$ cat src/sv/assert_macros.svh
// assertion helpers used by the tokenizer unit
`ifndef ASSERT_MACROS_SVH
`define ASSERT_MACROS_SVH

// same-cycle implication, sampled on i_clk, off while i_rst_n is low
`define GLMT_ASSERT_NOW(lbl, ante, cons, msg) \
    lbl: assert property (@(posedge i_clk) disable iff (!i_rst_n) (ante) |-> (cons)) \
        else $error(msg);

// next-cycle implication
`define GLMT_ASSERT_NEXT(lbl, ante, cons, msg) \
    lbl: assert property (@(posedge i_clk) disable iff (!i_rst_n) (ante) |=> (cons)) \
        else $error(msg);

`endif

$ cat src/sv/glmt_pkg.sv
// ----------------------------------------------------------------------------
// glmt_pkg
// shared constants, codes and types of the longest-match tokenizer
// ----------------------------------------------------------------------------
package glmt_pkg;

    localparam int MAX_TOKEN_BYTES = 8;
    localparam int VOCAB_ENTRIES   = 256;
    localparam int MAX_RESULTS     = 8;
    localparam int RW              = $clog2(MAX_RESULTS + 1);

    // request actions
    localparam logic [1:0] ACT_VOCAB_BYTE  = 2'd0;
    localparam logic [1:0] ACT_EMPTY_ENTRY = 2'd1;
    localparam logic [1:0] ACT_TEXT_BYTE   = 2'd2;
    localparam logic [1:0] ACT_CLEAR       = 2'd3;

    // result kinds
    localparam logic [1:0] KIND_TOKEN  = 2'd0;
    localparam logic [1:0] KIND_SKIP   = 2'd1;
    localparam logic [1:0] KIND_REJECT = 2'd2;

    typedef logic [7:0] t_byte;

    // per-cell control
    typedef struct packed {
        logic load;
        logic shift;
        logic care;
    } t_cell_ctl;

endpackage

$ cat src/sv/glmt_cell.sv
// ----------------------------------------------------------------------------
// glmt_cell
// one text window byte: load, shift from neighbor, prefix compare
// ----------------------------------------------------------------------------
module glmt_cell (
    input  logic                 i_clk,
    input  glmt_pkg::t_cell_ctl  i_ctl,
    input  glmt_pkg::t_byte      i_load_byte,
    input  glmt_pkg::t_byte      i_nbr_byte,
    input  glmt_pkg::t_byte      i_entry_byte,
    input  logic                 i_match,
    output glmt_pkg::t_byte      o_byte,
    output logic                 o_match
);
    import glmt_pkg::*;

    t_byte r_byte;

    always_ff @(posedge i_clk) begin
        if (i_ctl.shift) begin
            r_byte <= i_nbr_byte;
        end else if (i_ctl.load) begin
            r_byte <= i_load_byte;
        end
    end

    assign o_byte  = r_byte;
    assign o_match = i_match & (~i_ctl.care | (r_byte == i_entry_byte));

endmodule

$ cat config.mk
export PLATFORM = sky130hd
export DESIGN_NAME = glmt_cell
export DESIGN_NICKNAME = d
export VERILOG_FILES = /design/src/sv/assert_macros.svh /design/src/sv/glmt_pkg.sv /design/src/sv/glmt_cell.sv
export SDC_FILE = /design/constraint.sdc
export NUM_CORES = 1
export LEC_CHECK = 0
export BUFFER_PORTS_ARGS = -buffer_cell sky130_fd_sc_hd__buf_2
export CORE_AREA = 2 2 39 41
export DETAILED_ROUTE_END_ITERATION = 7
export DIE_AREA = 0 0 41 43
export PLACE_DENSITY = 0.69
export SLEW_MARGIN = 15
export SYNTH_ARGS = -nofsm -noshare
export SYNTH_HDL_FRONTEND = slang
export SYNTH_SLANG_ARGS = --single-unit
export TNS_END_PERCENT = 20
$ cat constraint.sdc
create_clock -name i_clk -period 1.2 [get_ports i_clk]
set_input_delay 0.24 -clock i_clk [delete_from_list [all_inputs] [get_ports i_clk]]
set_output_delay 0.24 -clock i_clk [all_outputs]
set_load 0.05 [all_outputs]
==> impl_metrics.json <==
{
  "max_cap_viol_count": 0,
  "ant_nets": 0,
  "slew_viol_final": 0,
  "holdWs_ns": 0.288,
  "p_per_area_nw_per_um2": 1230,
  "syn-num-nets": 59,
  "setup_viol": 1,
  "synthCells": 30,
  "dieArea_sq_um": 1760,
  "largest_reg_flops": 8,
  "die_h_um": 43,
  "netlist_area_sq_um": 435,
  "clk_path_buf_depth": 2,
  "crit_fanout": 2,
  "mostFrequentLayoutCell": "buf_2",
  "drive_gt1_share_pct": 73.2,
  "nets": 102,
  "cts_max_level": 1,
  "grt_pass1_wl_mm": 1.52,
  "place_area_sq_um": 646,
  "finalCriticalPeriod_ns": 1.63,
  "final_cell_mix": "34 x buf_2, 8 x mux2_2, 8 x xnor2_1, 8 x edfxtp_1",
  "worst_setup_path_start_kind": "flip-flop",
  "grt_pass1_vias": 406,
  "ir_drop_mv": 0.511,
  "firstDrtPassIters": 1,
  "yosysWarningCount": 0,
  "fill_cells": 137,
  "ioPinCount": 38,
  "tightestPinTransition_ns": 0.256,
  "syn_area_per_cell_sq_um": 14.5,
  "cts_buffers": 3,
  "hp-start": "i_load_byte[6]",
  "crit_required_ns": 0.96,
  "io_buffers": 37,
  "ctsRootBufferMaster": "clkbuf_4",
  "rows": 14,
  "grt.total_usage_pct": 13.2,
  "fin_crit_sh_pct": 136,
  "ys_seq_area_share_pct": 55.2,
  "setup_tns_ns": -0.431,
  "synth.largest_area_cell": "edfxtp_1",
  "grt_max_degree": 10,
  "fmax_mhz": 613,
  "gp_congestion": 0.676,
  "core_area_sq_um": 1380,
  "area.sequential_sq_um": 240,
  "multi_input_area_sq_um": 193,
  "setup.worst_path.class": "flip-flop to output pin",
  "routed_wl_um": 976,
  "whs_endpoint": "o_byte[6]",
  "die_x_um": 41,
  "start_util_pct": 31.5,
  "vias": 389,
  "rsz0062_at_grt": "yes",
  "antenna_cells": 0,
  "cts_tree": "yes",
  "post_drt_via_cell_ratio": 4.47,
  "grt_overflow": 0,
  "first_iter_violations": 0,
  "worstHoldPathType": "input port to flip-flop",
  "failed_checks": "setup timing",
  "cp.arrival_ns": 1.39,
  "crit_path_end_kind": "output pin",
  "worst_slack_ns": -0.431,
  "clock_sinks": 8,
  "stdcell_area_sq_um": 702,
  "ys_top_cells_by_area": "edfxtp_1 55%, mux2_2 21%, xnor2_1 16%",
  "antenna_found_initial": 0,
  "yosys.area.top_type_share_pct": 55.2,
  "hold_depth": 2,
  "drc": 0,
  "hold_violations": 0,
  "post_drt_wl_per_cell_um": 11.2,
  "slew_headroom_pct": 83.1,
  "clk_pin_slew_ns": 0.05,
  "p_leak_nw": 0.316,
  "outcome": "finished, violations left",
  "area_delta_synth_final_pct": 61.2,
  "synth_cell_types": 8,
  "ys_seq_elements": 8
}
area by class of cell:
type	instances	share of cell area (%)
timing repair buffer	39	32.3
tap	16	2.85
sequential	8	34.2
multi-input combinational	21	27.5
clock buffer	3	3.21
worst max-delay path, cell delays in order, from the launching register on:
cell	delay, ns
edfxtp_1	0.42
xnor2_1	0.18
nand4_1	0.11
o21ai_1	0.14
and2_4	0.16
buf_8	0.13
metrics by stage:
| step | power (mW) | cells | setup slack (ns) | utilization, % |
|---|---|---|---|---|
| floorplan | 0.558 | 30 | -0.319 | - |
| global placement | 0.645 | 83 | -0.226 | 46.7 |
| detailed placement | 0.650 | 83 | -0.242 | 46.7 |
| CTS | 0.863 | 86 | -0.422 | 49.5 |
| global route | 0.907 | 87 | -0.536 | 50.7 |
| finish | 0.866 | 87 | -0.431 | 50.7 |
power by group:
group	switching (mW)	internal [mW]	leakage, nW
clock network	0.0867	0.114	0.0138
logic	0.171	0.127	0.221
registers	0.0203	0.345	0.0815
total	0.278	0.587	0.316
kinds of logic (layout without fill, tap and decap cells):
group           count (synthesis)  in the layout  share of synthesized area [%]
compound gates                  1              1                           1.15
flops                           8              8                           55.2
mux                             8              8                           20.7
buf+inv                         1             42                           1.15
xor+xnor                        8              8                           16.1
simple gates                    4              4                           5.75
metal layers:
metal	GRT usage, %	wire (um)	vias to the layer above
li1	-	-	192
met1	10.8	313	185
met2	24.7	611	10
met3	3.14	39	2
met4	8.67	12	0
met5	0	0	-
what timing repair did:
item	CTS	global route
hold buffers	0	0
endpoints found under the setup margin	2	2
resized for setup	5	3
pin swaps	3	3
setup buffers	0	1
synthesized netlist by cell type (all sizes together):
library cell  number
edfxtp             8
mux2               8
xnor2              8
nand4              2
and2               1
buf                1
o21ai              1
or2                1
worst max path at each step:
stage | start | endpoint | slack [ns] | cells after the start
after detailed placement | o_byte[6] | o_match | -0.24 | 5
after global routing | o_byte[4] | o_match | -0.54 | 5
after floorplan | o_byte[6] | o_match | -0.32 | 4
after CTS | o_byte[6] | o_match | -0.42 | 5
final | o_byte[0] | o_match | -0.43 | 5
after global placement | o_byte[2] | o_match | -0.23 | 5
No activity file was read; power rests on OpenSTA's default activity.
